<file path="src/design/esf_pkg.sv">
// Shared types, signature tables and match helpers for the exec signature filter.
`default_nettype none

package esf_pkg;

  // Window geometry and signature set.
  localparam int WINDOW_DEPTH = 11;
  localparam int SIG_COUNT    = 7;
  localparam int SIG_MAXLEN   = 12;

  // Verdict cause codes.
  localparam logic [1:0] CAUSE_NONE = 2'd0;
  localparam logic [1:0] CAUSE_NAME = 2'd1;
  localparam logic [1:0] CAUSE_SIG  = 2'd2;

  // Signature lengths in bytes.
  localparam int SIG_LEN [SIG_COUNT] = '{9, 9, 7, 5, 7, 11, 12};

  // Signature text, right justified: the last character sits in bits [7:0],
  // so the character d places before the end sits in bits [8*d +: 8].
  localparam logic [SIG_MAXLEN*8-1:0] SIG_TEXT [SIG_COUNT] = '{
    "/dev/tcp/",
    "/dev/udp/",
    "bash -i",
    "nc -e",
    "ncat -e",
    "socat exec:",
    "mkfifo /tmp/"
  };

  // Control that every window cell sees in the same cycle.
  typedef struct packed {
    logic shift;
    logic clear;
  } cell_ctl_t;

  // True when byte b fits signature sig at back places before its end,
  // or when the signature is no longer than that distance.
  function automatic logic sig_char_ok(input int sig, input int back,
                                       input logic [7:0] b);
    logic ok;
    ok = 1'b1;
    if (back < SIG_LEN[sig]) begin
      ok = (SIG_TEXT[sig][8*back +: 8] == b);
    end
    return ok;
  endfunction

endpackage

`default_nettype wire

</file>
<file path="src/design/esf_if.sv">
// Handshake channels for request bytes and verdict items.
`default_nettype none

interface esf_req_if;
  logic       valid;
  logic       ready;
  logic [7:0] cmd_byte;
  logic       last_byte;
  logic       name_listed;

  modport source(output valid, cmd_byte, last_byte, name_listed, input ready);
  modport sink(input valid, cmd_byte, last_byte, name_listed, output ready);
endinterface

interface esf_verdict_if;
  logic        valid;
  logic        ready;
  logic        deny;
  logic [1:0]  cause;
  logic [31:0] blocked_total;
  logic [31:0] passed_total;
  logic [31:0] signature_total;
  logic [31:0] listed_total;

  modport source(output valid, deny, cause, blocked_total, passed_total,
                 signature_total, listed_total, input ready);
  modport sink(input valid, deny, cause, blocked_total, passed_total,
               signature_total, listed_total, output ready);
endinterface

`default_nettype wire

</file>
<file path="src/design/esf_cell.sv">
// One window cell: holds one past byte, passes it on, and checks it against every signature.
`default_nettype none

module esf_cell
  import esf_pkg::*;
#(
  parameter int DIST = 1
) (
  input  wire logic                 clk,
  input  wire logic                 rst,
  input  wire cell_ctl_t            ctl,
  input  wire logic [7:0]           byte_in,
  output logic      [7:0]           byte_out,
  output logic      [SIG_COUNT-1:0] hit
);

  logic [7:0] held;

  // Shift the window by one place, or empty it at a request boundary.
  always_ff @(posedge clk) begin
    if (rst || ctl.clear) begin
      held <= '0;
    end else if (ctl.shift) begin
      held <= byte_in;
    end
  end

  assign byte_out = held;

  // Compare the held byte with each signature's character at this distance.
  always_comb begin
    for (int s = 0; s < SIG_COUNT; s++) begin
      hit[s] = sig_char_ok(s, DIST, held);
    end
  end

endmodule

`default_nettype wire

</file>
<file path="src/design/esf_sat_count.sv">
// Saturating event counter.
`default_nettype none

module esf_sat_count #(
  parameter int WIDTH = 32
) (
  input  wire logic             clk,
  input  wire logic             rst,
  input  wire logic             inc,
  output logic      [WIDTH-1:0] count
);

  // Count up on each event and stick at the all-ones value.
  always_ff @(posedge clk) begin
    if (rst) begin
      count <= '0;
    end else if (inc && (count != '1)) begin
      count <= count + WIDTH'(1);
    end
  end

endmodule

`default_nettype wire

</file>
<file path="src/design/exec_signature_filter.sv">
// Top level of the exec signature filter: byte window, match logic, verdict and counters.
//
// The block takes one command line byte per item and accepts one item every clock
// cycle, back to back. The bytes move through a row of eleven window cells; each
// cell compares its byte against all seven reverse-shell signatures, so a signature
// ending at the current byte is known in the cycle the byte arrives. Only bytes at
// positions below LINE_BYTES are scanned, and a match counts only if it starts below
// START_LIMIT. On the item that carries last_byte, the verdict is registered and
// offered on the next cycle; while a verdict waits and is not taken, no byte is
// accepted, and a verdict taken in a cycle lets the next byte in during that same
// cycle. The four counters saturate at COUNT_WIDTH bits and report their low 32 bits.
`default_nettype none

module exec_signature_filter
  import esf_pkg::*;
#(
  parameter int LINE_BYTES  = 256,
  parameter int START_LIMIT = 200,
  parameter int COUNT_WIDTH = 32
) (
  input  wire logic   clk,
  input  wire logic   rst,
  esf_req_if.sink     req,
  esf_verdict_if.source verdict
);

  localparam int POS_W = $clog2(LINE_BYTES + 1);
  localparam int CMP_W = $clog2(LINE_BYTES + START_LIMIT + SIG_MAXLEN + 1) + 1;

  logic                   take;
  logic                   take_last;
  logic                   scan;
  logic [POS_W-1:0]       pos;
  logic                   seen;
  logic                   out_valid;
  logic                   deny_q;
  logic [1:0]             cause_q;
  cell_ctl_t              ctl;
  logic [7:0]             chain [0:WINDOW_DEPTH];
  logic [SIG_COUNT-1:0]   cell_hit [1:WINDOW_DEPTH];
  logic [SIG_COUNT-1:0]   cur_ok;
  logic [SIG_COUNT-1:0]   pos_ok;
  logic [SIG_COUNT-1:0]   sig_hit;
  logic                   any_hit;
  logic                   sig_deny;
  logic [CMP_W-1:0]       pos_ext;
  logic [COUNT_WIDTH-1:0] blocked_count;
  logic [COUNT_WIDTH-1:0] passed_count;
  logic [COUNT_WIDTH-1:0] signature_count;
  logic [COUNT_WIDTH-1:0] listed_count;
  logic [COUNT_WIDTH+31:0] blocked_wide;
  logic [COUNT_WIDTH+31:0] passed_wide;
  logic [COUNT_WIDTH+31:0] signature_wide;
  logic [COUNT_WIDTH+31:0] listed_wide;

  // Handshake: a byte is taken unless a verdict is waiting and is not being taken.
  assign req.ready = !out_valid || verdict.ready;
  assign take      = req.valid && req.ready;
  assign take_last = take && req.last_byte;
  assign scan      = (pos < POS_W'(LINE_BYTES));

  // Window control shared by all cells.
  assign ctl.shift = take && scan;
  assign ctl.clear = take_last;

  // Row of window cells; cell k holds the byte k places back.
  assign chain[0] = req.cmd_byte;
  for (genvar k = 1; k <= WINDOW_DEPTH; k++) begin : g_cell
    esf_cell #(.DIST(k)) u_cell (
      .clk      (clk),
      .rst      (rst),
      .ctl      (ctl),
      .byte_in  (chain[k-1]),
      .byte_out (chain[k]),
      .hit      (cell_hit[k])
    );
  end

  // Match of each signature ending at the current byte, with its start in range.
  assign pos_ext = CMP_W'(pos);
  always_comb begin
    for (int s = 0; s < SIG_COUNT; s++) begin
      cur_ok[s] = sig_char_ok(s, 0, req.cmd_byte);
      pos_ok[s] = (pos_ext >= CMP_W'(SIG_LEN[s] - 1)) &&
                  (pos_ext < CMP_W'(START_LIMIT + SIG_LEN[s] - 1));
      sig_hit[s] = scan && cur_ok[s] && pos_ok[s];
      for (int k = 1; k <= WINDOW_DEPTH; k++) begin
        sig_hit[s] = sig_hit[s] && cell_hit[k][s];
      end
    end
  end

  assign any_hit  = |sig_hit;
  assign sig_deny = !req.name_listed && (seen || any_hit);

  // Byte position and per-request match flag.
  always_ff @(posedge clk) begin
    if (rst || take_last) begin
      pos  <= '0;
      seen <= 1'b0;
    end else if (take) begin
      if (scan) begin
        pos <= pos + POS_W'(1);
      end
      if (any_hit) begin
        seen <= 1'b1;
      end
    end
  end

  // Verdict register; counters hold still until the next final byte.
  always_ff @(posedge clk) begin
    if (rst) begin
      out_valid <= 1'b0;
    end else if (take_last) begin
      out_valid <= 1'b1;
    end else if (verdict.ready) begin
      out_valid <= 1'b0;
    end
  end

  always_ff @(posedge clk) begin
    if (take_last) begin
      deny_q  <= req.name_listed || sig_deny;
      cause_q <= req.name_listed ? CAUSE_NAME : (sig_deny ? CAUSE_SIG : CAUSE_NONE);
    end
  end

  // Saturating counters.
  esf_sat_count #(.WIDTH(COUNT_WIDTH)) u_blocked (
    .clk (clk), .rst (rst),
    .inc (take_last && (req.name_listed || sig_deny)),
    .count (blocked_count)
  );
  esf_sat_count #(.WIDTH(COUNT_WIDTH)) u_passed (
    .clk (clk), .rst (rst),
    .inc (take_last && !req.name_listed && !sig_deny),
    .count (passed_count)
  );
  esf_sat_count #(.WIDTH(COUNT_WIDTH)) u_signature (
    .clk (clk), .rst (rst),
    .inc (take_last && sig_deny),
    .count (signature_count)
  );
  esf_sat_count #(.WIDTH(COUNT_WIDTH)) u_listed (
    .clk (clk), .rst (rst),
    .inc (take_last && req.name_listed),
    .count (listed_count)
  );

  // Report the low 32 bits of each counter, zero extended when narrower.
  assign blocked_wide   = {32'd0, blocked_count};
  assign passed_wide    = {32'd0, passed_count};
  assign signature_wide = {32'd0, signature_count};
  assign listed_wide    = {32'd0, listed_count};

  assign verdict.valid           = out_valid;
  assign verdict.deny            = deny_q;
  assign verdict.cause           = cause_q;
  assign verdict.blocked_total   = blocked_wide[31:0];
  assign verdict.passed_total    = passed_wide[31:0];
  assign verdict.signature_total = signature_wide[31:0];
  assign verdict.listed_total    = listed_wide[31:0];

  // A new verdict appears only after a final byte was taken.
  a_verdict_source: assert property (@(posedge clk) disable iff (rst)
    $rose(out_valid) |-> $past(take_last))
    else $error("verdict raised without a final byte");

  // A final byte returns the window, position and match flag to their cleared state.
  a_request_clear: assert property (@(posedge clk) disable iff (rst)
    take_last |=> (chain[WINDOW_DEPTH] == '0) && (pos == '0) && !seen)
    else $error("request state not cleared after final byte");

  // Every signature or name denial is also counted as blocked.
  a_block_counts: assert property (@(posedge clk) disable iff (rst)
    (blocked_count >= signature_count) && (blocked_count >= listed_count))
    else $error("blocked count below a denial count");

  // Deny and cause agree on every offered verdict.
  a_cause_match: assert property (@(posedge clk) disable iff (rst)
    out_valid |-> (deny_q == (cause_q != CAUSE_NONE)))
    else $error("deny and cause disagree");

endmodule

`default_nettype wire

</file>
<file path="src/flat_wrapper.sv">
// flat-port wrapper written by rule: the top's interface ports become plain ports
module exec_signature_filter_flat import esf_pkg::*;
#(
  parameter int LINE_BYTES  = 256,
  parameter int START_LIMIT = 200,
  parameter int COUNT_WIDTH = 32
)
  (clk, rst, req_valid, req_cmd_byte, req_last_byte, req_name_listed, req_ready, verdict_valid, verdict_deny, verdict_cause, verdict_blocked_total, verdict_passed_total, verdict_signature_total, verdict_listed_total, verdict_ready);
  esf_req_if req_i ();
  esf_verdict_if verdict_i ();
  input  wire logic clk;
  input  wire logic rst;
  input wire logic [$bits(req_i.valid)-1:0] req_valid;
  input wire logic [$bits(req_i.cmd_byte)-1:0] req_cmd_byte;
  input wire logic [$bits(req_i.last_byte)-1:0] req_last_byte;
  input wire logic [$bits(req_i.name_listed)-1:0] req_name_listed;
  output wire logic [$bits(req_i.ready)-1:0] req_ready;
  output wire logic [$bits(verdict_i.valid)-1:0] verdict_valid;
  output wire logic [$bits(verdict_i.deny)-1:0] verdict_deny;
  output wire logic [$bits(verdict_i.cause)-1:0] verdict_cause;
  output wire logic [$bits(verdict_i.blocked_total)-1:0] verdict_blocked_total;
  output wire logic [$bits(verdict_i.passed_total)-1:0] verdict_passed_total;
  output wire logic [$bits(verdict_i.signature_total)-1:0] verdict_signature_total;
  output wire logic [$bits(verdict_i.listed_total)-1:0] verdict_listed_total;
  input wire logic [$bits(verdict_i.ready)-1:0] verdict_ready;
  assign req_i.valid = req_valid;
  assign req_i.cmd_byte = req_cmd_byte;
  assign req_i.last_byte = req_last_byte;
  assign req_i.name_listed = req_name_listed;
  assign req_ready = req_i.ready;
  assign verdict_valid = verdict_i.valid;
  assign verdict_deny = verdict_i.deny;
  assign verdict_cause = verdict_i.cause;
  assign verdict_blocked_total = verdict_i.blocked_total;
  assign verdict_passed_total = verdict_i.passed_total;
  assign verdict_signature_total = verdict_i.signature_total;
  assign verdict_listed_total = verdict_i.listed_total;
  assign verdict_i.ready = verdict_ready;
  exec_signature_filter #(.LINE_BYTES(LINE_BYTES), .START_LIMIT(START_LIMIT), .COUNT_WIDTH(COUNT_WIDTH)) u_core (.clk(clk), .rst(rst), .req(req_i), .verdict(verdict_i));
endmodule
</file>
<file path="config.mk">
export PLATFORM = sky130hd
export DESIGN_NAME = exec_signature_filter_flat
export DESIGN_NICKNAME = d
export VERILOG_FILES = /design/src/design/esf_pkg.sv /design/src/design/esf_if.sv /design/src/design/esf_cell.sv /design/src/design/esf_sat_count.sv /design/src/design/exec_signature_filter.sv /design/src/flat_wrapper.sv
export SDC_FILE = /design/constraint.sdc
export NUM_CORES = 1
export LEC_CHECK = 0
export BUFFER_PORTS_ARGS = -buffer_cell sky130_fd_sc_hd__clkbuf_2
export CORE_AREA = 3 3 141 157
export CTS_CLUSTER_DIAMETER = 120
export DETAILED_ROUTE_END_ITERATION = 8
export DIE_AREA = 0 0 144 160
export PLACE_DENSITY = 0.73
export SYNTH_ARGS = -nofsm -noshare
export SYNTH_HDL_FRONTEND = slang
export SYNTH_SLANG_ARGS = --single-unit
export TNS_END_PERCENT = 50
</file>
<file path="constraint.sdc">
create_clock -name clk -period 3.07 [get_ports clk]
set_clock_uncertainty 0.05 [all_clocks]
set_input_delay 0.307 -clock clk [delete_from_list [all_inputs] [get_ports clk]]
set_output_delay 0.307 -clock clk [all_outputs]
set_load 0.05 [all_outputs]
</file>
## Word-level counts from Yosys, hierarchy flattened

Index checks and enable logic that the tools add are counted.

- Bits of input ports: 14
- ROM bits: 0
- Output and inout port bits: 133
- Memories kept: 0
- Memory bits (writable): 0
- Word-level logic and storage cells: 176
- Bits in latches: 0
- Register bits after elaboration: 230

- Divide/modulo/power cells: 0
- $mul: 0
- Order comparisons: 11
- Reductions and logical operators: 91
- Shifts and indexed selects: 0
- $add $sub $neg: 5
- Eq/ne operators: 46
- Muxes and demuxes: 3
- Bitwise operators: 0

Operators with widths:

| operator | count |
|---|---|
| $eq 7x8->1 const A | 35 |
| $add 32x1->32 const B | 4 |
| $ne 32x32->1 const B | 4 |
| $logic_and 1x1->1 | 80 |
| $eq 6x8->1 const A | 7 |
| $lt 9x8->1 const B | 5 |
| $ge 9x4->1 const B | 3 |
| $ge 9x3->1 const B | 2 |
| $add 9x1->9 const B | 1 |
| $lt 9x9->1 const B | 1 |
| $reduce_or 7->1 | 1 |
| $logic_or 1x1->1 | 4 |
| $reduce_and 2->1 | 2 |
| $logic_not 1->1 | 3 |
| $mux 1 | 2 |
| $mux 2 | 1 |
| $reduce_bool 2->1 | 1 |

## Logic depth before layout (Yosys ltp)

Gate-level depths: netlist (run 1).

- Word-level depth: 20
- Mapped depth: 12
- Gate-level depth less buffers: 9

## Modules after synthesis

Synthesis (run 1) repeated with hierarchy kept, for this count alone.

- Cells, all modules: 1362
- Area total of the unflattened synthesis: 12049.1 µm²

By module, submodules not included:

| module | sequential area each (µm²) | cells each | instances | area each (µm²) |
|---|---|---|---|---|
| esf_sat_count | 640.6 | 199 | 4 | 1674.1 |
| exec_signature_filter | 310.3 | 135 | 1 | 1133.6 |
| esf_cell (u_core.g_cell[2].u_cell ...) | 160.2 | 40 | 2 | 391.6 |
| esf_cell (u_core.g_cell[6].u_cell) | 160.2 | 40 | 1 | 402.9 |
| esf_cell (u_core.g_cell[4].u_cell) | 160.2 | 41 | 1 | 397.9 |
| esf_cell (u_core.g_cell[8].u_cell) | 160.2 | 39 | 1 | 389.1 |
| esf_cell (u_core.g_cell[1].u_cell) | 160.2 | 39 | 1 | 385.4 |
| esf_cell (u_core.g_cell[5].u_cell) | 160.2 | 40 | 1 | 377.9 |
| esf_cell (u_core.g_cell[10].u_cell) | 160.2 | 38 | 1 | 376.6 |
| esf_cell (u_core.g_cell[9].u_cell) | 160.2 | 38 | 1 | 372.9 |
| esf_cell (u_core.g_cell[11].u_cell) | 160.2 | 37 | 1 | 367.9 |
| esf_cell (u_core.g_cell[7].u_cell) | 160.2 | 39 | 1 | 365.4 |

## Worst setup path after synthesis (run 1)

OpenSTA, ideal clock, no wires.

- Path type: reg-to-reg
- From: reg u_core.out_valid, in the netlist u_core.verdict.valid
- To: reg u_core.u_passed.count[21]
- Path buffers: 1
- Arrival: 3.247 ns
- Data required time: 2.950 ns
- Setup time: 0.070 ns
- Path slack: -0.298 ns
- Cell stages (with the launch flop): 8
- Clock period less this slack: 3.368 ns
- Path through: dfxtp_1 nand2b_1 clkbuf_1 nand3_1 or4_1 or4b_2 or3_1 a21oi_1

- Word-level cells in the longest chain between the ends: 7

RTL lines:

| item | RTL line | RTL |
|---|---|---|
| from (decl) | exec_signature_filter.sv:35 | `logic out_valid;` |
| from (signal assigned) | exec_signature_filter.sv:114 | `out_valid <= 1'b0;` |
| from (signal assigned) | exec_signature_filter.sv:116 | `out_valid <= 1'b1;` |
| from (signal assigned) | exec_signature_filter.sv:118 | `out_valid <= 1'b0;` |
| $logic_not 1->1 | exec_signature_filter.sv:57 | `assign req.ready = !out_valid \|\| verdict.ready;` |
| $logic_or 1x1->1 | exec_signature_filter.sv:57 |  |
| net req_ready | flat_wrapper.sv:17 | `output wire logic [$bits(req_i.ready)-1:0] req_ready;` |
| $logic_and 1x1->1 | exec_signature_filter.sv:58 | `assign take = req.valid && req.ready;` |
| $logic_and 1x1->1 | exec_signature_filter.sv:59 | `assign take_last = take && req.last_byte;` |
| $logic_and 1x1->1 (2 in series) | exec_signature_filter.sv:137 | `.inc (take_last && !req.name_listed && !sig_deny),` |
| $logic_and 1x1->1 | esf_sat_count.sv:17 | `end else if (inc && (count != '1)) begin` |
| to (signal assigned) | esf_sat_count.sv:18 | `count <= count + WIDTH'(1);` |
| to (decl) | esf_sat_count.sv:10 | `output logic [WIDTH-1:0] count` |

The timed path passes the listed nets, and every way through them passes these cells.
A chain may end at the register's enable or synchronous reset.

## Worst setup path after layout (run 1)

- From: reg u_core.pos[4]
- To: reg u_core.u_passed.count[30]

- Word-level cells in the longest chain between the ends: 20
- Elaborated cells between the ends (all ways): 84
- Those cells by class: order compare (11); reduce/logical (73)

RTL lines:

| item | RTL line | RTL |
|---|---|---|
| from (decl) | exec_signature_filter.sv:33 | `logic [POS_W-1:0] pos;` |
| from (signal assigned) | exec_signature_filter.sv:103 | `pos <= pos + POS_W'(1);` |
| $lt 9x9->1, or another cell as far along | exec_signature_filter.sv:60 | `assign scan = (pos < POS_W'(LINE_BYTES));` |
| $logic_and 1x1->1, on equally long branches | exec_signature_filter.sv:86, exec_signature_filter.sv:84 |  |
| $logic_and 1x1->1 | exec_signature_filter.sv:86 | `sig_hit[s] = scan && cur_ok[s] && pos_ok[s];` |
| $logic_and 1x1->1 (11 in series) | exec_signature_filter.sv:88 | `sig_hit[s] = sig_hit[s] && cell_hit[k][s];` |
| $reduce_or 7->1 * | exec_signature_filter.sv:93 | `assign any_hit = \|sig_hit;` |
| $logic_or 1x1->1 * | exec_signature_filter.sv:94 | `assign sig_deny = !req.name_listed && (seen \|\| any_hit);` |
| $logic_and 1x1->1 * | exec_signature_filter.sv:94 |  |
| $logic_not 1->1 * | exec_signature_filter.sv:137 |  |
| $logic_and 1x1->1 * | exec_signature_filter.sv:137 |  |
| $logic_and 1x1->1 * | esf_sat_count.sv:17 |  |

Every way passes the cells marked *; elsewhere a longest branch is shown, timed or not.

==> results of run 1 <==
==> repair_timing <==
action / CTS / global route
hold buffers: 4 / 0
gates resized for setup: 12 / 47
endpoints found under the hold margin: 4 / 0
cloned: 1 / 1
buffers inserted: 4 / 9
endpoints found under the setup margin: 53 / 88
pin swaps: 4 / 13
==> cell usage after synthesis (4+ instances only) <==
library cell	number	area, um2
nand4b_1	4	35.0
or2_2	5	31.3
o211ai_1	5	37.5
o41ai_1	6	52.6
and3_1	24	150
a21oi_1	146	731
o21a_1	12	90.1
and4_1	12	105
nand3_1	56	280
clkbuf_1	59	221
nor2_1	111	417
buf_1	6	22.5
or4_1	25	188
dfxtp_1	227	4540
inv_1	26	97.6
nor4b_1	9	78.8
nand4_1	44	275
ha_1	6	75.1
o31a_1	6	52.6
nor4bb_1	11	110
nor3_1	24	120
o31ai_1	18	135
nor2b_1	17	106
and2_1	13	81.3
xor2_1	28	245
nand2_1	243	912
and4b_1	8	80.1
o21ai_0	31	155
xnor2_1	20	175
mux2_2	20	225
nor4_1	30	188
nor3b_1	8	60.1
or3_1	27	169
==> placed cells by master (no fill, tap or decap), drive strengths merged, types with 6 or more instances in the layout <==
cell,n
a21oi,146
and2,13
and3,24
and4,12
and4b,8
buf,121
clkbuf,179
dfxtp,227
ha,6
inv,27
mux2,20
nand2,243
nand3,56
nand4,44
nor2,111
nor2b,17
nor3,26
nor3b,8
nor4,31
nor4b,9
nor4bb,11
o21a,12
o21ai,32
o31a,6
o31ai,18
o41ai,6
or2,7
or3,27
or4,27
xnor2,20
xor2,28
==> sequential cells by signal (all words and copies together), names as in the netlist <==
| signal | count |
|---|---|
| u_core.verdict.valid | 1 |
| u_core.u_blocked.count | 32 |
| u_core.seen | 1 |
| u_core.g_cell.u_cell.byte_out | 88 |
| u_core.verdict.cause | 2 |
| u_core.pos | 9 |
| u_core.u_passed.count | 32 |
| u_core.verdict.deny | 1 |
| u_core.u_listed.count | 32 |
| u_core.u_signature.count | 32 |
==> cell families (layout without fill, tap and decap cells) <==
group                      Yosys count  in the layout  share of synthesized area (%)
adders and majority gates            6              6                          0.705
other                                0              1                              0
xor gates and xnor gates            48             48                           3.95
AOI/OAI and AO/OA                  238            238                           12.9
and+or+nand+nor                    685            687                           33.1
buffers and inverters               96            341                           3.48
muxes                               23             23                           2.40
DFF                                230            230                           43.5
==> metrics by stage <==
stage / power, mW / setup TNS (ns) / setup slack (ns) / hold slack, ns
5_1_grt: 6.60 / -4.48 / -0.200 / 0.0417
4_1_cts: 6.46 / -0.135 / -0.0503 / 0.0173
3_5_place_dp: 3.36 / -6.25 / -0.277 / 0.403
3_3_place_gp: 3.36 / -2.23 / -0.188 / 0.387
6_report: 6.42 / -0.584 / -0.118 / 0.0380
2_1_floorplan: 3.25 / 0 / 0.0312 / 0.356
==> power by group through the flow <==
stage / registers, mW / logic [mW] / clock network, mW
6_report: 3.02 / 0.282 / 3.11
5_1_grt: 3.02 / 0.308 / 3.28
4_1_cts: 3.02 / 0.276 / 3.16
3_5_place_dp: 3.09 / 0.270 / 0
3_3_place_gp: 3.09 / 0.268 / 0
2_1_floorplan: 3.10 / 0.148 / 0
==> metal layers <==
metal	global-route usage, %	vias to the layer above
li1	-	5195
met1	32.9	5127
met2	42.2	343
met3	5.33	71
met4	9.33	0
met5	0	-
==> layout make-up <==
class,count,share of cell area [%]
Sequential cell,230,34.1
Tap cell,256,2.35
Inverter,28,0.770
Timing Repair Buffer,270,13.1
Clock buffer,34,5.27
Antenna cell,1,0.0183
Clock inverter,9,0.945
Multi-Input combinational cell,1002,43.5
==> final timing paths <==
| check | slack [ns] | start | to |
|---|---|---|---|
| hold / removal | 0.04 | req_cmd_byte[4] | u_core.g_cell[1].u_cell.byte_out[4] |
| hold reg to reg | 0.41 | u_core.g_cell[11].u_cell.byte_out[1] | u_core.g_cell[11].u_cell.byte_out[1] |
| setup reg to reg | -0.12 | u_core.pos[4] | u_core.u_passed.count[30] |
| setup / recovery | -0.12 | u_core.pos[4] | u_core.u_passed.count[30] |
==> worst min-delay path, cell delays in order <==
cell and delay (ns):
clkbuf_2 0.13, nand2_1 0.07, a21oi_1 0.05
==> impl_metrics.py, run 1 <==
metrics = {
    "place": {
        "hpwl_mm": 21.3,
        "placement.io_buffers": 146,
        "gp_congestion": 0.983,
        "post_dp_cell_area_mm2": 0.0123,
        "dp_cells": 1767,
    },
    "flow_run": {
        "maxCapViolCount": 0,
    },
    "detailed_routing": {
        "num_vias": 10700,
        "wl_met3_mm": 2.02,
        "wl_met1_mm": 12.9,
        "wirelength_mm": 31.1,
        "drc": 0,
        "topRoutingLayerUsed": "met4",
        "wl_met2_mm": 15.2,
        "viasPerCell": 5.87,
        "ant_nets": 0,
        "firstDrtPassIters": 5,
        "drt_iter0_markers": 843,
        "wl_per_cell_um": 17.0,
    },
    "floorplanning": {
        "die_w_um": 144,
        "core_area_mm2": 0.0206,
        "die-area_mm2": 0.0230,
        "initial_core_util_pct": 51.8,
        "die_h_um": 160,
        "std_cell_rows": 55,
        "io_pins": 147,
    },
    "yosys": {
        "synth_nets": 1346,
        "yosys_warnings": 0,
        "synth-edff-count": 3,
        "ys_types": 59,
        "synth_seq_cells": 230,
        "mappedNetlistArea_mm2": 0.0107,
        "avgSynthCellArea_um2": 8.03,
        "synth_flop_cell": "dfxtp_1",
        "async_flop_share_pct": 0,
        "ys_seq_area_share_pct": 43.5,
        "synthCells": 1326,
    },
    "power": {
        "clkPwrFrac_pct": 48.5,
        "p_per_area_mw_per_mm2": 470,
        "power.switching_mw": 1.44,
        "p_leak_nw": 5.03,
        "switching_share_pct": 22.5,
        "combPwrFrac_pct": 4.4,
        "seqPwrFrac_pct": 47.1,
        "ir_drop_mv": 0.357,
        "intPower_mw": 4.97,
    },
    "global_route": {
        "grt_max_degree": 141,
        "grt_pass1_wl_mm": 49.4,
        "grt_antenna_before_repair": 0,
        "grt_pass1_vias": 9912,
        "grtUsageTotal_pct": 25.6,
        "overflow": 0,
    },
    "worst_setup_path": {
        "critPathArrivalTime_ns": 3.58,
        "worst-path-stages": 9,
        "path_cells": "or4_4, nor3_4, a2111oi_4, buf_4, a32o_2, or4_4, or2_4, or4_4, a21oi_2",
        "slowest_stage": "or4_4",
        "path_buf_inv": 1,
        "start_kind": "register",
        "cpPeakStageDelay_ns": 0.58,
        "required_ns": 3.46,
        "crit_type": "register to register",
        "end_kind": "register",
        "worstPathMaxFanout": 7,
        "critPathTopFamily": "simple AND/OR/NAND/NOR gates",
        "reg2reg_depth": 9,
        "path_common_cell": "or4_4",
    },
    "sta": {
        "worst_pin_slew_ns": 0.627,
        "rsz0062_at_grt": "yes",
        "slew-limit-headroom_pct": 58.2,
        "fmax_ghz": 0.314,
        "post-route-period-util_pct": 104,
        "setup_violations": 12,
        "slew_violations": 0,
        "period_minus_slack_ns": 3.19,
        "finalHoldViolations": 0,
        "fin_ws_ns": -0.118,
    },
    "clock_network": {
        "numCtsBuffers": 25,
        "insertion_delay_ns": 0.53,
        "clk_pin_slew_worst_paths_ns": 0.06,
        "ctsRootBufferMaster": "clkbuf_16",
        "cts-htree-levels": 1,
        "cts_tree": "built",
        "clock_sinks": 230,
        "clockBufferDepth": 3,
    },
    "min_path": {
        "min_path_type": "primary input to register",
        "holdPathStages": 3,
    },
    "layout": {
        "nFillCells": 1717,
        "fin_util_pct": 66.3,
        "multi_input_area_mm2": 0.00593,
        "seqCellArea_mm2": 0.00465,
        "layout.nets": 1577,
        "finalNonFillerCells": 1830,
        "area_growth_pct": 28.1,
        "drive_above_1_share_pct": 25.0,
        "stdcell_area_mm2": 0.0136,
    },
    "run_status": {
        "violations": "setup timing",
        "status": "finished, violations left",
    },
}
Power figures use the tool's default switching activity.
==> run 2, diff against run 1 <==
--- a/config.mk
+++ b/config.mk
@@ -7,8 +7,8 @@
 export LEC_CHECK = 0
 export BUFFER_PORTS_ARGS = -buffer_cell sky130_fd_sc_hd__clkbuf_2
-export CORE_AREA = 3 3 141 157
+export CORE_AREA = 3 3 135 163
 export CTS_CLUSTER_DIAMETER = 120
 export DETAILED_ROUTE_END_ITERATION = 8
-export DIE_AREA = 0 0 144 160
+export DIE_AREA = 0 0 138 166
 export PLACE_DENSITY = 0.73
 export SYNTH_ARGS = -nofsm -noshare
--- a/constraint.sdc
+++ b/constraint.sdc
@@ -3,3 +3,3 @@
 set_input_delay 0.307 -clock clk [delete_from_list [all_inputs] [get_ports clk]]
 set_output_delay 0.307 -clock clk [all_outputs]
-set_load 0.05 [all_outputs]
+set_load 0.02 [all_outputs]
==> run 2 against run 1 <==
  * The flow still finishes with violations (setup timing)
  * Highest routed layer unchanged
  * Register-to-register slack gained 0.11 ns
  * First-iteration DRC count shrank 14%
  * Critical path depth shrank 1
  * Critical endpoint unchanged
  * Power grew 0.82%
  * Sequential cell count is the same
==> impl_metrics.py, run 2 (same netlist as run 1, synthesis figures left out) <==
metrics = {
    "layout": {
        "layout_commonest_cell": "nand2_1",
        "n_antenna_cell": 0,
        "largest_reg_flops": 88,
        "layout.nets": 1538,
        "finalNonFillerCells": 1801,
        "final_cell_mix": "242 x nand2_1, 226 x dfxtp_1, 145 x clkbuf_2",
        "nFillCells": 1769,
        "fin_util_pct": 65.2,
        "drive_above_1_share_pct": 22.3,
        "area_growth_pct": 24.9,
    },
    "detailed_routing": {
        "firstDrtPassIters": 5,
        "ant_nets": 0,
        "drt_iter0_markers": 727,
        "wl_per_cell_um": 16.7,
        "drc": 0,
        "wirelength_mm": 30.1,
        "num_vias": 10500,
        "viasPerCell": 5.84,
    },
    "sta": {
        "setup_violations": 1,
        "slew_violations": 0,
        "worst_pin_slew_ns": 0.924,
        "post-route-period-util_pct": 100,
        "period_minus_slack_ns": 3.08,
        "fmax_ghz": 0.325,
        "slew-limit-headroom_pct": 38.4,
        "finalHoldViolations": 0,
        "fin_tns_setup_ns": -0.00718,
        "rsz0062_at_grt": "yes",
        "fin_ws_ns": -0.00718,
    },
    "place": {
        "hpwl_mm": 20.7,
        "preCtsSetupSlack_ns": -0.0181,
        "dp_cells": 1748,
        "gp_congestion": 0.952,
        "placement.io_buffers": 146,
    },
    "global_route": {
        "grt_pass1_vias": 9752,
        "grtUsageTotal_pct": 25.0,
        "grt_pass1_wl_mm": 49.4,
        "overflow": 0,
        "grt_antenna_before_repair": 0,
        "grt_max_degree": 141,
    },
    "run_status": {
        "violations": "setup timing",
        "status": "finished, violations left",
    },
    "flow_run": {
        "maxCapViolCount": 0,
    },
    "floorplanning": {
        "io_pins": 147,
        "initial_core_util_pct": 52.2,
        "die_w_um": 138,
        "core_area_mm2": 0.0204,
        "die_h_um": 166,
        "die-area_mm2": 0.0229,
        "std_cell_rows": 57,
    },
    "power": {
        "p_leak_nw": 4.85,
        "p_per_area_mw_per_mm2": 486,
        "total_power_mw": 6.47,
        "ir_drop_mv": 0.512,
    },
    "clock_network": {
        "ctsRootBufferMaster": "clkbuf_16",
        "clk_pin_slew_worst_paths_ns": 0.07,
        "cts_tree": "built",
        "cts-htree-levels": 1,
        "insertion_delay_ns": 0.52,
        "numCtsBuffers": 25,
        "clock_sinks": 230,
        "clockBufferDepth": 3,
    },
    "worst_setup_path": {
        "path_buf_inv": 0,
        "path_cells": "or4_4, nor4_4, nor4b_1, a32o_2, or4_4, or2_4, or4_4, a21oi_2",
        "slowest_stage": "or4_4",
        "required_ns": 3.48,
        "critPathTopFamily": "simple AND/OR/NAND/NOR gates",
        "end_kind": "register",
        "worstPathMaxFanout": 6,
        "start_kind": "register",
        "critPathArrivalTime_ns": 3.48,
        "path_common_cell": "or4_4",
        "cpPeakStageDelay_ns": 0.56,
        "crit_type": "register to register",
    },
    "min_path": {
        "min_path_type": "primary input to register",
    },
}
-- run 2: cell types whose count changed in the layout (fill, tap and decap cells not counted), moves of 4 or more --
cell,before,now
nor4_2,10,5
buf_4,111,76
dfxtp_1,212,226
clkinv_2,3,7
nor4_1,18,22
dfxtp_2,15,1
-- run 2: timing repair --
item,4_1_cts,5_1_grt
setup endpoints to repair,12,55
gates resized for setup,5,39
pin swaps,3,12
hold endpoints to repair,5,0
cloned,0,1
hold buffers,5,0
setup buffers,1,3
-- run 2: layer usage --
metal	wire length (um)	GRT usage, %	part of all wire, %
met5	0	0	0
met4	819	7.65	2.7
met3	1710	3.14	5.7
met2	14900	43.5	49
met1	12700	32.3	42
-- run 2: final timing paths --
kind                                              from                                   end  slack, ns  depth (start not counted)
setup / recovery                         u_core.pos[4]             u_core.u_passed.count[30]     -0.007                          8
hold / removal                         req_cmd_byte[2]   u_core.g_cell[1].u_cell.byte_out[2]       0.02                          3
setup reg to reg                         u_core.pos[4]             u_core.u_passed.count[30]     -0.007                          8
hold reg to reg   u_core.g_cell[11].u_cell.byte_out[4]  u_core.g_cell[11].u_cell.byte_out[4]       0.40                          2
-- run 2: power by group --
part | switching, mW | internal, mW | total, mW
Sequential | 0.0160 | 3.01 | 3.02
Clock | 1.26 | 1.93 | 3.19
Combinational | 0.186 | 0.0746 | 0.261
-- run 2: worst min-delay path, cell delays in order --
cell and delay, ns:
clkbuf_2 0.12, nand2_1 0.07, a21oi_1 0.05
-- run 2: final cells by class --
class	instances	area (um2)	share of cell area [%]
clock buffer	29	681	5.12
clock inverter	16	194	1.46
inverter	28	105	0.790
multi-input combinational	1001	5900	44.3
sequential	230	4640	34.8
tap	265	332	2.49
timing repair buffer	232	1460	11.0
-- run 2: stage by stage --
| stage | hold slack, ns | instance area (um2) |
|---|---|---|
| 3_3_place_gp | 0.391 | 12100 |
| 4_1_cts | 0.0000507 | 13100 |
| 3_5_place_dp | 0.397 | 12100 |
| 6_report | 0.0222 | 13300 |
| 5_1_grt | 0.0355 | 13300 |
| 2_1_floorplan | 0.356 | 10700 |
